File: src/hdl/rgbhsv_pkg.sv
`default_nettype none
package rgbhsv_pkg;

	localparam int CHAN_W      = 8;
	localparam int SAT_W       = 8;
	localparam int HUE_INT_W   = 9;
	localparam int DIV_W       = 9;
	localparam int NUM_BASE_W  = 18;
	localparam int T_W         = 11;
	localparam int QUEUE_DEPTH = 4;

	typedef enum logic [1:0] {
		SECT_RED,
		SECT_GREEN,
		SECT_BLUE
	} sector_t;

endpackage
`default_nettype wire

File: src/hdl/rgbhsv_if.sv
`default_nettype none
interface rgbhsv_rgb_if;
	import rgbhsv_pkg::*;

	logic              valid;
	logic              ready;
	logic [CHAN_W-1:0] red;
	logic [CHAN_W-1:0] green;
	logic [CHAN_W-1:0] blue;

	modport source (output valid, output red, output green, output blue, input ready);
	modport sink   (input valid, input red, input green, input blue, output ready);
endinterface

interface rgbhsv_hsv_if #(
	parameter int HUE_W = 15
);
	import rgbhsv_pkg::*;

	logic              valid;
	logic              ready;
	logic [HUE_W-1:0]  hue;
	logic [SAT_W-1:0]  saturation;
	logic [CHAN_W-1:0] brightness;

	modport source (output valid, output hue, output saturation, output brightness,
		input ready);
	modport sink   (input valid, input hue, input saturation, input brightness,
		output ready);
endinterface
`default_nettype wire

File: src/hdl/rgbhsv_front.sv
`default_nettype none
module rgbhsv_front #(
	parameter int HUE_FRAC_BITS = 6
) (
	input  wire logic                                        clk,
	input  wire logic                                        arst_n,
	rgbhsv_rgb_if.sink                                       rgb,
	output      logic                                        out_valid,
	input  wire logic                                        out_ready,
	output      logic [rgbhsv_pkg::NUM_BASE_W+HUE_FRAC_BITS-1:0] hue_num,
	output      logic [rgbhsv_pkg::DIV_W-1:0]                hue_div,
	output      logic [rgbhsv_pkg::NUM_BASE_W+HUE_FRAC_BITS-1:0] sat_num,
	output      logic [rgbhsv_pkg::DIV_W-1:0]                sat_div,
	output      logic                                        gray,
	output      logic                                        black,
	output      logic [rgbhsv_pkg::CHAN_W-1:0]               bright
);
	import rgbhsv_pkg::*;

	localparam int NW        = NUM_BASE_W + HUE_FRAC_BITS;
	localparam int HUE_SCALE = 120 << HUE_FRAC_BITS;

	logic              en;
	logic              v_s1, v_s2;
	logic [CHAN_W-1:0] hi_c, lo_c, delta_c;
	sector_t           sect_c;
	logic [T_W-1:0]    t_c, d_c;
	logic [CHAN_W-1:0] hi_s1, delta_s1;
	logic [T_W-1:0]    t_s1;

	assign en        = !v_s2 || out_ready;
	assign rgb.ready = en;
	assign out_valid = v_s2;

	always_comb begin
		hi_c = rgb.red;
		if (rgb.green > hi_c) hi_c = rgb.green;
		if (rgb.blue > hi_c) hi_c = rgb.blue;
		lo_c = rgb.red;
		if (rgb.green < lo_c) lo_c = rgb.green;
		if (rgb.blue < lo_c) lo_c = rgb.blue;
		delta_c = hi_c - lo_c;
		if (rgb.red == hi_c) sect_c = SECT_RED;
		else if (rgb.green == hi_c) sect_c = SECT_GREEN;
		else sect_c = SECT_BLUE;
	end

	// offset*delta + difference, kept modulo 2^T_W; the true value is below 6*delta
	always_comb begin
		d_c = T_W'(delta_c);
		unique case (sect_c)
			SECT_RED: begin
				t_c = T_W'(rgb.green) - T_W'(rgb.blue);
				if (rgb.green < rgb.blue) t_c = t_c + (d_c << 2) + (d_c << 1);
			end
			SECT_GREEN: t_c = (d_c << 1) + T_W'(rgb.blue) - T_W'(rgb.red);
			SECT_BLUE:  t_c = (d_c << 2) + T_W'(rgb.red) - T_W'(rgb.green);
			default:    t_c = '0;
		endcase
	end

	always_ff @(posedge clk or negedge arst_n) begin
		if (!arst_n) begin
			v_s1 <= 1'b0;
			v_s2 <= 1'b0;
		end else if (en) begin
			v_s1 <= rgb.valid;
			v_s2 <= v_s1;
		end
	end

	always_ff @(posedge clk) begin
		if (en) begin
			hi_s1    <= hi_c;
			delta_s1 <= delta_c;
			t_s1     <= t_c;
			hue_num  <= NW'(t_s1) * NW'(HUE_SCALE) + NW'(delta_s1);
			hue_div  <= {delta_s1, 1'b0};
			sat_num  <= NW'(delta_s1) * NW'(510) + NW'(hi_s1);
			sat_div  <= {hi_s1, 1'b0};
			gray     <= (delta_s1 == '0);
			black    <= (hi_s1 == '0);
			bright   <= hi_s1;
		end
	end

endmodule
`default_nettype wire

File: src/hdl/rgbhsv_queue.sv
`default_nettype none
module rgbhsv_queue #(
	parameter int WIDTH = 64,
	parameter int DEPTH = 4
) (
	input  wire logic             clk,
	input  wire logic             arst_n,
	input  wire logic             push,
	input  wire logic [WIDTH-1:0] wdata,
	output      logic             full,
	input  wire logic             pop,
	output      logic [WIDTH-1:0] rdata,
	output      logic             empty
);
	localparam int AW = (DEPTH > 1) ? $clog2(DEPTH) : 1;
	localparam int CW = $clog2(DEPTH + 1);

	logic [WIDTH-1:0] mem [DEPTH];
	logic [AW-1:0]    wr_ptr_q, rd_ptr_q;
	logic [CW-1:0]    count_q;
	logic             do_push, do_pop;

	assign full    = (count_q == CW'(DEPTH));
	assign empty   = (count_q == '0);
	assign do_push = push && !full;
	assign do_pop  = pop && !empty;
	assign rdata   = mem[rd_ptr_q];

	always_ff @(posedge clk or negedge arst_n) begin
		if (!arst_n) begin
			wr_ptr_q <= '0;
			rd_ptr_q <= '0;
			count_q  <= '0;
		end else begin
			if (do_push) begin
				wr_ptr_q <= (wr_ptr_q == AW'(DEPTH - 1)) ? '0 : wr_ptr_q + 1'b1;
			end
			if (do_pop) begin
				rd_ptr_q <= (rd_ptr_q == AW'(DEPTH - 1)) ? '0 : rd_ptr_q + 1'b1;
			end
			if (do_push && !do_pop) count_q <= count_q + 1'b1;
			else if (do_pop && !do_push) count_q <= count_q - 1'b1;
		end
	end

	always_ff @(posedge clk) begin
		if (do_push) begin
			mem[wr_ptr_q] <= wdata;
		end
	end

endmodule
`default_nettype wire

File: src/hdl/rgbhsv_back.sv
`default_nettype none
module rgbhsv_back #(
	parameter int HUE_FRAC_BITS = 6
) (
	input  wire logic                                        clk,
	input  wire logic                                        arst_n,
	input  wire logic                                        in_valid,
	output      logic                                        in_ready,
	input  wire logic [rgbhsv_pkg::NUM_BASE_W+HUE_FRAC_BITS-1:0] hue_num,
	input  wire logic [rgbhsv_pkg::DIV_W-1:0]                hue_div,
	input  wire logic [rgbhsv_pkg::NUM_BASE_W+HUE_FRAC_BITS-1:0] sat_num,
	input  wire logic [rgbhsv_pkg::DIV_W-1:0]                sat_div,
	input  wire logic                                        gray,
	input  wire logic                                        black,
	input  wire logic [rgbhsv_pkg::CHAN_W-1:0]               bright,
	rgbhsv_hsv_if.source                                     hsv
);
	import rgbhsv_pkg::*;

	localparam int HW   = HUE_INT_W + HUE_FRAC_BITS;
	localparam int NW   = NUM_BASE_W + HUE_FRAC_BITS;
	localparam int FULL = 360 << HUE_FRAC_BITS;

	function automatic logic [DIV_W+HW-1:0] div_step(
		input logic [DIV_W-1:0] rem,
		input logic [HW-1:0]    low,
		input logic [DIV_W-1:0] dvs
	);
		logic [DIV_W:0] trial;
		logic [DIV_W:0] diff;
		trial = {rem, low[HW-1]};
		diff  = trial - {1'b0, dvs};
		if (trial >= {1'b0, dvs}) return {diff[DIV_W-1:0], low[HW-2:0], 1'b1};
		else return {trial[DIV_W-1:0], low[HW-2:0], 1'b0};
	endfunction

	logic              en;
	logic              vld_s   [HW+1];
	logic [DIV_W-1:0]  hrem_s  [HW+1];
	logic [HW-1:0]     hlow_s  [HW+1];
	logic [DIV_W-1:0]  hdiv_s  [HW+1];
	logic [DIV_W-1:0]  srem_s  [HW+1];
	logic [HW-1:0]     slow_s  [HW+1];
	logic [DIV_W-1:0]  sdiv_s  [HW+1];
	logic              gray_s  [HW+1];
	logic              black_s [HW+1];
	logic [CHAN_W-1:0] bri_s   [HW+1];
	logic              out_valid_q;
	logic [HW-1:0]     hue_q;
	logic [SAT_W-1:0]  sat_q;
	logic [CHAN_W-1:0] bri_q;

	assign en             = !out_valid_q || hsv.ready;
	assign in_ready       = en;
	assign hsv.valid      = out_valid_q;
	assign hsv.hue        = hue_q;
	assign hsv.saturation = sat_q;
	assign hsv.brightness = bri_q;

	always_ff @(posedge clk or negedge arst_n) begin
		if (!arst_n) begin
			vld_s[0] <= 1'b0;
		end else if (en) begin
			vld_s[0] <= in_valid;
		end
	end

	always_ff @(posedge clk) begin
		if (en) begin
			hrem_s[0]  <= hue_num[NW-1:HW];
			hlow_s[0]  <= hue_num[HW-1:0];
			hdiv_s[0]  <= hue_div;
			srem_s[0]  <= sat_num[NW-1:HW];
			slow_s[0]  <= sat_num[HW-1:0];
			sdiv_s[0]  <= sat_div;
			gray_s[0]  <= gray;
			black_s[0] <= black;
			bri_s[0]   <= bright;
		end
	end

	for (genvar k = 0; k < HW; k++) begin : g_step
		logic [DIV_W+HW-1:0] hnext, snext;

		always_comb begin
			hnext = div_step(hrem_s[k], hlow_s[k], hdiv_s[k]);
			snext = div_step(srem_s[k], slow_s[k], sdiv_s[k]);
		end

		always_ff @(posedge clk or negedge arst_n) begin
			if (!arst_n) begin
				vld_s[k+1] <= 1'b0;
			end else if (en) begin
				vld_s[k+1] <= vld_s[k];
			end
		end

		always_ff @(posedge clk) begin
			if (en) begin
				{hrem_s[k+1], hlow_s[k+1]} <= hnext;
				{srem_s[k+1], slow_s[k+1]} <= snext;
				hdiv_s[k+1]  <= hdiv_s[k];
				sdiv_s[k+1]  <= sdiv_s[k];
				gray_s[k+1]  <= gray_s[k];
				black_s[k+1] <= black_s[k];
				bri_s[k+1]   <= bri_s[k];
			end
		end
	end

	always_ff @(posedge clk or negedge arst_n) begin
		if (!arst_n) begin
			out_valid_q <= 1'b0;
		end else if (en) begin
			out_valid_q <= vld_s[HW];
		end
	end

	// drop hue for gray pixels and wrap a full turn to zero
	always_ff @(posedge clk) begin
		if (en) begin
			hue_q <= (gray_s[HW] || hlow_s[HW] >= HW'(FULL)) ? '0 : hlow_s[HW];
			sat_q <= black_s[HW] ? '0 : slow_s[HW][SAT_W-1:0];
			bri_q <= bri_s[HW];
		end
	end

endmodule
`default_nettype wire

File: src/hdl/rgb_to_hsv_pixel_converter_top.sv
// Channel   Direction  Payload                                       Handshake
// rgb       in         red[7:0], green[7:0], blue[7:0]               valid/ready
// hsv       out        hue[8+HUE_FRAC_BITS:0], saturation[7:0],      valid/ready
//                      brightness[7:0]
//
// One item per clock sustained while the hsv output is ready; items are independent.
// Each accepted item passes, after the front's first stage, through its second stage, one
// queue slot, a divider input register, 9 + HUE_FRAC_BITS restoring divider stages that each
// form one quotient bit of hue and of saturation, then an output register.
// A stalled output holds the divider; the four-entry queue lets the front keep taking items.
// Reset clears only valid flags, queue pointers and the queue count.
`default_nettype none
module rgb_to_hsv_pixel_converter_top #(
	parameter int HUE_FRAC_BITS = 6
) (
	input  wire logic    clk,
	input  wire logic    arst_n,
	rgbhsv_rgb_if.sink   rgb,
	rgbhsv_hsv_if.source hsv
);
	import rgbhsv_pkg::*;

	localparam int NW = NUM_BASE_W + HUE_FRAC_BITS;
	localparam int QW = 2 * NW + 2 * DIV_W + 2 + CHAN_W;

	logic              f_valid, q_full, q_empty, b_ready;
	logic [NW-1:0]     f_hue_num, f_sat_num, b_hue_num, b_sat_num;
	logic [DIV_W-1:0]  f_hue_div, f_sat_div, b_hue_div, b_sat_div;
	logic              f_gray, f_black, b_gray, b_black;
	logic [CHAN_W-1:0] f_bright, b_bright;
	logic [QW-1:0]     q_wdata, q_rdata;

	rgbhsv_front #(
		.HUE_FRAC_BITS(HUE_FRAC_BITS)
	) u_front (
		.clk      (clk),
		.arst_n   (arst_n),
		.rgb      (rgb),
		.out_valid(f_valid),
		.out_ready(!q_full),
		.hue_num  (f_hue_num),
		.hue_div  (f_hue_div),
		.sat_num  (f_sat_num),
		.sat_div  (f_sat_div),
		.gray     (f_gray),
		.black    (f_black),
		.bright   (f_bright)
	);

	assign q_wdata = {f_hue_num, f_hue_div, f_sat_num, f_sat_div, f_gray, f_black, f_bright};

	rgbhsv_queue #(
		.WIDTH(QW),
		.DEPTH(QUEUE_DEPTH)
	) u_queue (
		.clk   (clk),
		.arst_n(arst_n),
		.push  (f_valid),
		.wdata (q_wdata),
		.full  (q_full),
		.pop   (b_ready),
		.rdata (q_rdata),
		.empty (q_empty)
	);

	assign {b_hue_num, b_hue_div, b_sat_num, b_sat_div, b_gray, b_black, b_bright} = q_rdata;

	rgbhsv_back #(
		.HUE_FRAC_BITS(HUE_FRAC_BITS)
	) u_back (
		.clk     (clk),
		.arst_n  (arst_n),
		.in_valid(!q_empty),
		.in_ready(b_ready),
		.hue_num (b_hue_num),
		.hue_div (b_hue_div),
		.sat_num (b_sat_num),
		.sat_div (b_sat_div),
		.gray    (b_gray),
		.black   (b_black),
		.bright  (b_bright),
		.hsv     (hsv)
	);

endmodule
`default_nettype wire

File: src/flat_wrapper.sv
// flat-port wrapper written by rule: the top's interface ports become plain ports
module rgb_to_hsv_pixel_converter_top_flat import rgbhsv_pkg::*;
#(
	parameter int HUE_FRAC_BITS = 6
)
  (clk, arst_n, rgb_valid, rgb_red, rgb_green, rgb_blue, rgb_ready, hsv_valid, hsv_hue, hsv_saturation, hsv_brightness, hsv_ready);
  rgbhsv_rgb_if rgb_i ();
  rgbhsv_hsv_if #(.HUE_W((HUE_INT_W + HUE_FRAC_BITS))) hsv_i ();
  input  wire logic clk;
  input  wire logic arst_n;
  input wire logic [$bits(rgb_i.valid)-1:0] rgb_valid;
  input wire logic [$bits(rgb_i.red)-1:0] rgb_red;
  input wire logic [$bits(rgb_i.green)-1:0] rgb_green;
  input wire logic [$bits(rgb_i.blue)-1:0] rgb_blue;
  output wire logic [$bits(rgb_i.ready)-1:0] rgb_ready;
  output wire logic [$bits(hsv_i.valid)-1:0] hsv_valid;
  output wire logic [$bits(hsv_i.hue)-1:0] hsv_hue;
  output wire logic [$bits(hsv_i.saturation)-1:0] hsv_saturation;
  output wire logic [$bits(hsv_i.brightness)-1:0] hsv_brightness;
  input wire logic [$bits(hsv_i.ready)-1:0] hsv_ready;
  assign rgb_i.valid = rgb_valid;
  assign rgb_i.red = rgb_red;
  assign rgb_i.green = rgb_green;
  assign rgb_i.blue = rgb_blue;
  assign rgb_ready = rgb_i.ready;
  assign hsv_valid = hsv_i.valid;
  assign hsv_hue = hsv_i.hue;
  assign hsv_saturation = hsv_i.saturation;
  assign hsv_brightness = hsv_i.brightness;
  assign hsv_i.ready = hsv_ready;
  rgb_to_hsv_pixel_converter_top #(.HUE_FRAC_BITS(HUE_FRAC_BITS)) u_core (.clk(clk), .arst_n(arst_n), .rgb(rgb_i), .hsv(hsv_i));
endmodule
File: config.mk
export PLATFORM = sky130hd
export DESIGN_NAME = rgb_to_hsv_pixel_converter_top_flat
export DESIGN_NICKNAME = d
export VERILOG_FILES = /design/src/hdl/rgbhsv_pkg.sv /design/src/hdl/rgbhsv_if.sv /design/src/hdl/rgbhsv_front.sv /design/src/hdl/rgbhsv_queue.sv /design/src/hdl/rgbhsv_back.sv /design/src/hdl/rgb_to_hsv_pixel_converter_top.sv /design/src/flat_wrapper.sv
export SDC_FILE = /design/constraint.sdc
export NUM_CORES = 2
export LEC_CHECK = 0
export BUFFER_PORTS_ARGS = -buffer_cell sky130_fd_sc_hd__buf_2
export CAP_MARGIN = 10
export CORE_ASPECT_RATIO = 1.5
export CORE_MARGIN = 10
export CORE_UTILIZATION = 45
export DETAILED_ROUTE_END_ITERATION = 8
export PLACE_DENSITY_LB_ADDON = 0.1
export SYNTH_ARGS = -nofsm -noshare
export SYNTH_HDL_FRONTEND = slang
export SYNTH_SLANG_ARGS = --single-unit
File: constraint.sdc
create_clock -name clk -period 31.4 [get_ports clk]
set_input_delay 3.14 -clock clk [delete_from_list [all_inputs] [get_ports clk]]
set_output_delay 3.14 -clock clk [all_outputs]
set_load 0.01 [all_outputs]
==> flow_summary.json <==
{
  "grt_pass1_wl_mm": 166,
  "final_cells": 5595,
  "drcViolationCount": 0,
  "crit_top_cell": "a21oi_1",
  "syn_area_sq_um": 54600,
  "dieArea_sq_um": 136000,
  "grtUsageTotal_pct": 15.5,
  "post-route-util_pct": 50.0,
  "antenna_left": 0,
  "top_layer": "met4",
  "multiInputGateArea_sq_um": 18400,
  "required_ps": 31860,
  "report.final.slew_viol_count": 0,
  "crit_fanout": 18,
  "hold_viol": 0,
  "viasPerCell": 5.16,
  "dr_wl_met2_mm": 64.0,
  "avgSynthCellArea_sq_um": 14.4,
  "cts.sinks": 1152,
  "critPathKind": "in -> reg",
  "postCtsSetupBuffers": 0,
  "wl_met1_mm": 33.2,
  "nFillCells": 10300,
  "initial_utilization_pct": 45.3,
  "die_x_um": 304,
  "routed-wl-met3_mm": 2.50,
  "drive_above_1_share_pct": 9.99,
  "setup_viol": 0,
  "rows": 156,
  "synth.ff_latch_count": 1152,
  "rsz0062_at_grt": "no",
  "boundaryPins": 61,
  "clk_pin_slew_ps": 60,
  "vias": 28900,
  "tightest_slew_ps": 1110,
  "synth-edff-count": 1126,
  "drv_cap": 0,
  "outcome": "complete, no violations",
  "dp_hpwl_mm": 76.7,
  "async_reset_ff_share_pct": 2.26,
  "wl_per_cell_um": 18.8,
  "hold_class": "reg -> reg",
  "drt_iter0_drc": 1279,
  "fmax_ghz": 0.0922,
  "syn-num-nets": 4295,
  "start_kind": "input pin",
  "grt_remaining_overflow": 0,
  "numCtsBuffers": 107,
  "synth_warnings": 0,
  "setup_tns_ps": 0,
  "drt-pass1-iter-count": 5,
  "max_stage_delay_ps": 700,
  "htreeDepth": 3,
  "synthCells": 3788,
  "antenna_found_initial": 1,
  "place.gp.congestion": 0.872,
  "fp.coreArea_sq_um": 121000,
  "cp_slowest_cell": "xnor2_1",
  "post_cts_resized": 0,
  "post-route-period-util_pct": 34.5,
  "area_delta_synth_final_pct": 10.5,
  "ctsHoldBuffers": 0,
  "clock_skew_ps": 20.4,
  "regArea_sq_um": 34500,
  "relSlewSlack_pct": 26.1,
  "post-place-cells": 5394,
  "cts_root_buffer": "clkbuf_16",
  "die_h_um": 447,
  "cp-end-kind": "flip-flop",
  "grt_max_degree": 181,
  "portBuffers": 60,
  "grt_pass1_vias": 31600,
  "crit_arrival_ps": 11310,
  "yosysUniqueCellTypes": 76,
  "layout.nets": 4430,
  "period_minus_slack_ps": 10840,
  "wl_mm": 105,
  "seq_area_frac_synth_pct": 63.1,
  "cts_buffer_depth": 3,
  "clk_latency_ps": 720,
  "ys.flop_type": "edfxtp_1",
  "cts_tree": "built"
}
worst max-delay path, delay by kind of cell:
family / cells / cell delay (ps)
AOI/OAI and AO/OA: 16 / 3780
xor gates and xnor gates: 2 / 920
adders and majority gates: 6 / 2340
buffers and inverters: 2 / 280
muxes: 1 / 550
and+or+nand+nor: 2 / 270
cell usage in the layout (no fill, tap or decap), types with 24 or more instances in the layout:
cell type  netlist  layout
nand2_1         78      78
xnor2_1        163     163
clkinv_2         0      29
o21ai_0        120     120
o31ai_1         31      31
fa_1           102     102
a21o_1         117     117
inv_1          425     424
clkbuf_16        0     107
xor2_1          63      63
nand2b_1        92      92
edfxtp_1      1126    1126
mux4_2          50      50
o21bai_1        33      33
a21oi_1        275     275
buf_2            4      60
mux2_2          65      65
nor2b_1        114     113
ha_1           377     377
dfrtp_1         26      24
nor2_1         207     207
nand4_1         52      52
sequential cells by signal (all words and copies together), names as in the netlist, 3 cells and up:
name and flops:
u_core.u_back.srem_s 129, u_core.u_back.hlow_s 209, u_core.u_front.hi_s1 8, u_core.u_queue.count_q 3, u_core.u_back.sdiv_s 15, u_core.u_front.hue_div 7, u_core.u_front.delta_s1 8, u_core.u_back.bri_s 99
u_core.u_queue.mem 200, u_core.u_back.vld_s 16, u_core.u_back.hsv.saturation 8, u_core.u_front.bright 8, u_core.u_front.sat_num 17, u_core.u_front.hue_num 16, u_core.u_back.slow_s 155, u_core.u_back.hsv.brightness 8
u_core.u_back.black_s 16, u_core.u_front.t_s1 11, u_core.u_back.hdiv_s 45, u_core.u_back.hsv.hue 15, u_core.u_back.hrem_s 134, u_core.u_back.gray_s 16
path summary, 6_finish.rpt:
check	startpoint	endpoint	slack (ps)	cells past startpoint
hold / removal	u_core.u_back.hlow_s[28]	u_core.u_back.hlow_s[14]	410	0
min in group asynchronous	arst_n	u_core.u_back.vld_s[8]	2420	1
hold reg to reg	u_core.u_back.hlow_s[28]	u_core.u_back.hlow_s[14]	410	0
setup / recovery	rgb_green[3]	u_core.u_front.t_s1[9]	20560	29
setup reg to reg	u_core.u_front.delta_s1[3]	u_core.u_front.sat_num[16]	26050	17
max in group asynchronous	arst_n	u_core.u_queue.rd_ptr_q[0]	28540	1
per-layer routing:
layer  track usage, %  vias to the layer above
li1                 -                    14100
met2             33.2                      356
met4             8.40                        0
met1             13.1                    14200
met3             1.85                      238
met5                0                        -
kinds of logic after synthesis:
family | share of synthesized area (%)
AO/OA/AOI/OAI | 7.77
XOR/XNOR | 3.72
adder cells (fa/ha/maj) | 12.4
buffers and inverters | 3.32
flip-flops | 63.1
multiplexers | 3.67
AND/OR/NAND/NOR | 6.05
synth_stat cells (3+ instances only):
cell type / instances / area, sq um
a211o_1: 4 / 35.0
o32ai_1: 3 / 26.3
xor2_1: 63 / 552
a221oi_1: 3 / 26.3
a21o_1: 117 / 878
buf_2: 4 / 20.0
edfxtp_1: 1126 / 33800
or3_1: 10 / 62.6
o41ai_1: 10 / 87.6
a31oi_1: 8 / 50.1
ha_1: 377 / 4720
o21bai_1: 33 / 248
o41a_1: 4 / 45.0
nor2_1: 207 / 777
buf_1: 5 / 18.8
o211a_1: 12 / 120
and3_1: 5 / 31.3
and4_1: 4 / 35.0
or2_2: 9 / 56.3
fa_1: 102 / 2040
nand4_1: 52 / 325
mux2_2: 65 / 732
nand2b_1: 92 / 576
inv_1: 425 / 1600
nor3_1: 11 / 55.1
nand2_1: 78 / 293
a211oi_1: 23 / 173
o21a_1: 11 / 82.6
and2_1: 26 / 163
nand3_1: 14 / 70.1
dfrtp_1: 26 / 651
o21ai_0: 120 / 601
mux2i_1: 13 / 130
o221ai_1: 4 / 35.0
or4_1: 3 / 22.5
mux4_2: 50 / 1130
a21oi_1: 275 / 1380
xnor2_1: 163 / 1430
o31ai_1: 31 / 233
clkbuf_1: 44 / 165
nor2b_1: 114 / 713
layout make-up:
type / instances / area share [%]
Sequential cell: 1152 / 57.1
Multi-Input combinational cell: 2156 / 30.5
Clock buffer: 120 / 4.52
Tap cell: 1580 / 3.28
Inverter: 426 / 2.66
Clock inverter: 80 / 1.20
Timing Repair Buffer: 80 / 0.767
Antenna cell: 1 / 0.00415
metrics by stage:
stage,hold slack (ps),worst slack [ps],instance area [sq um]
3_3_place_gp,400,19730,56900
5_1_grt,409,19960,60400
2_1_floorplan,400,10550,54600
3_5_place_dp,405,19680,56900
4_1_cts,399,20470,60400
6_report,408,20560,60400
Power is left out: the tool's default activity adds up to more than one toggle a clock period on the data nets, which glitch-free logic cannot reach.
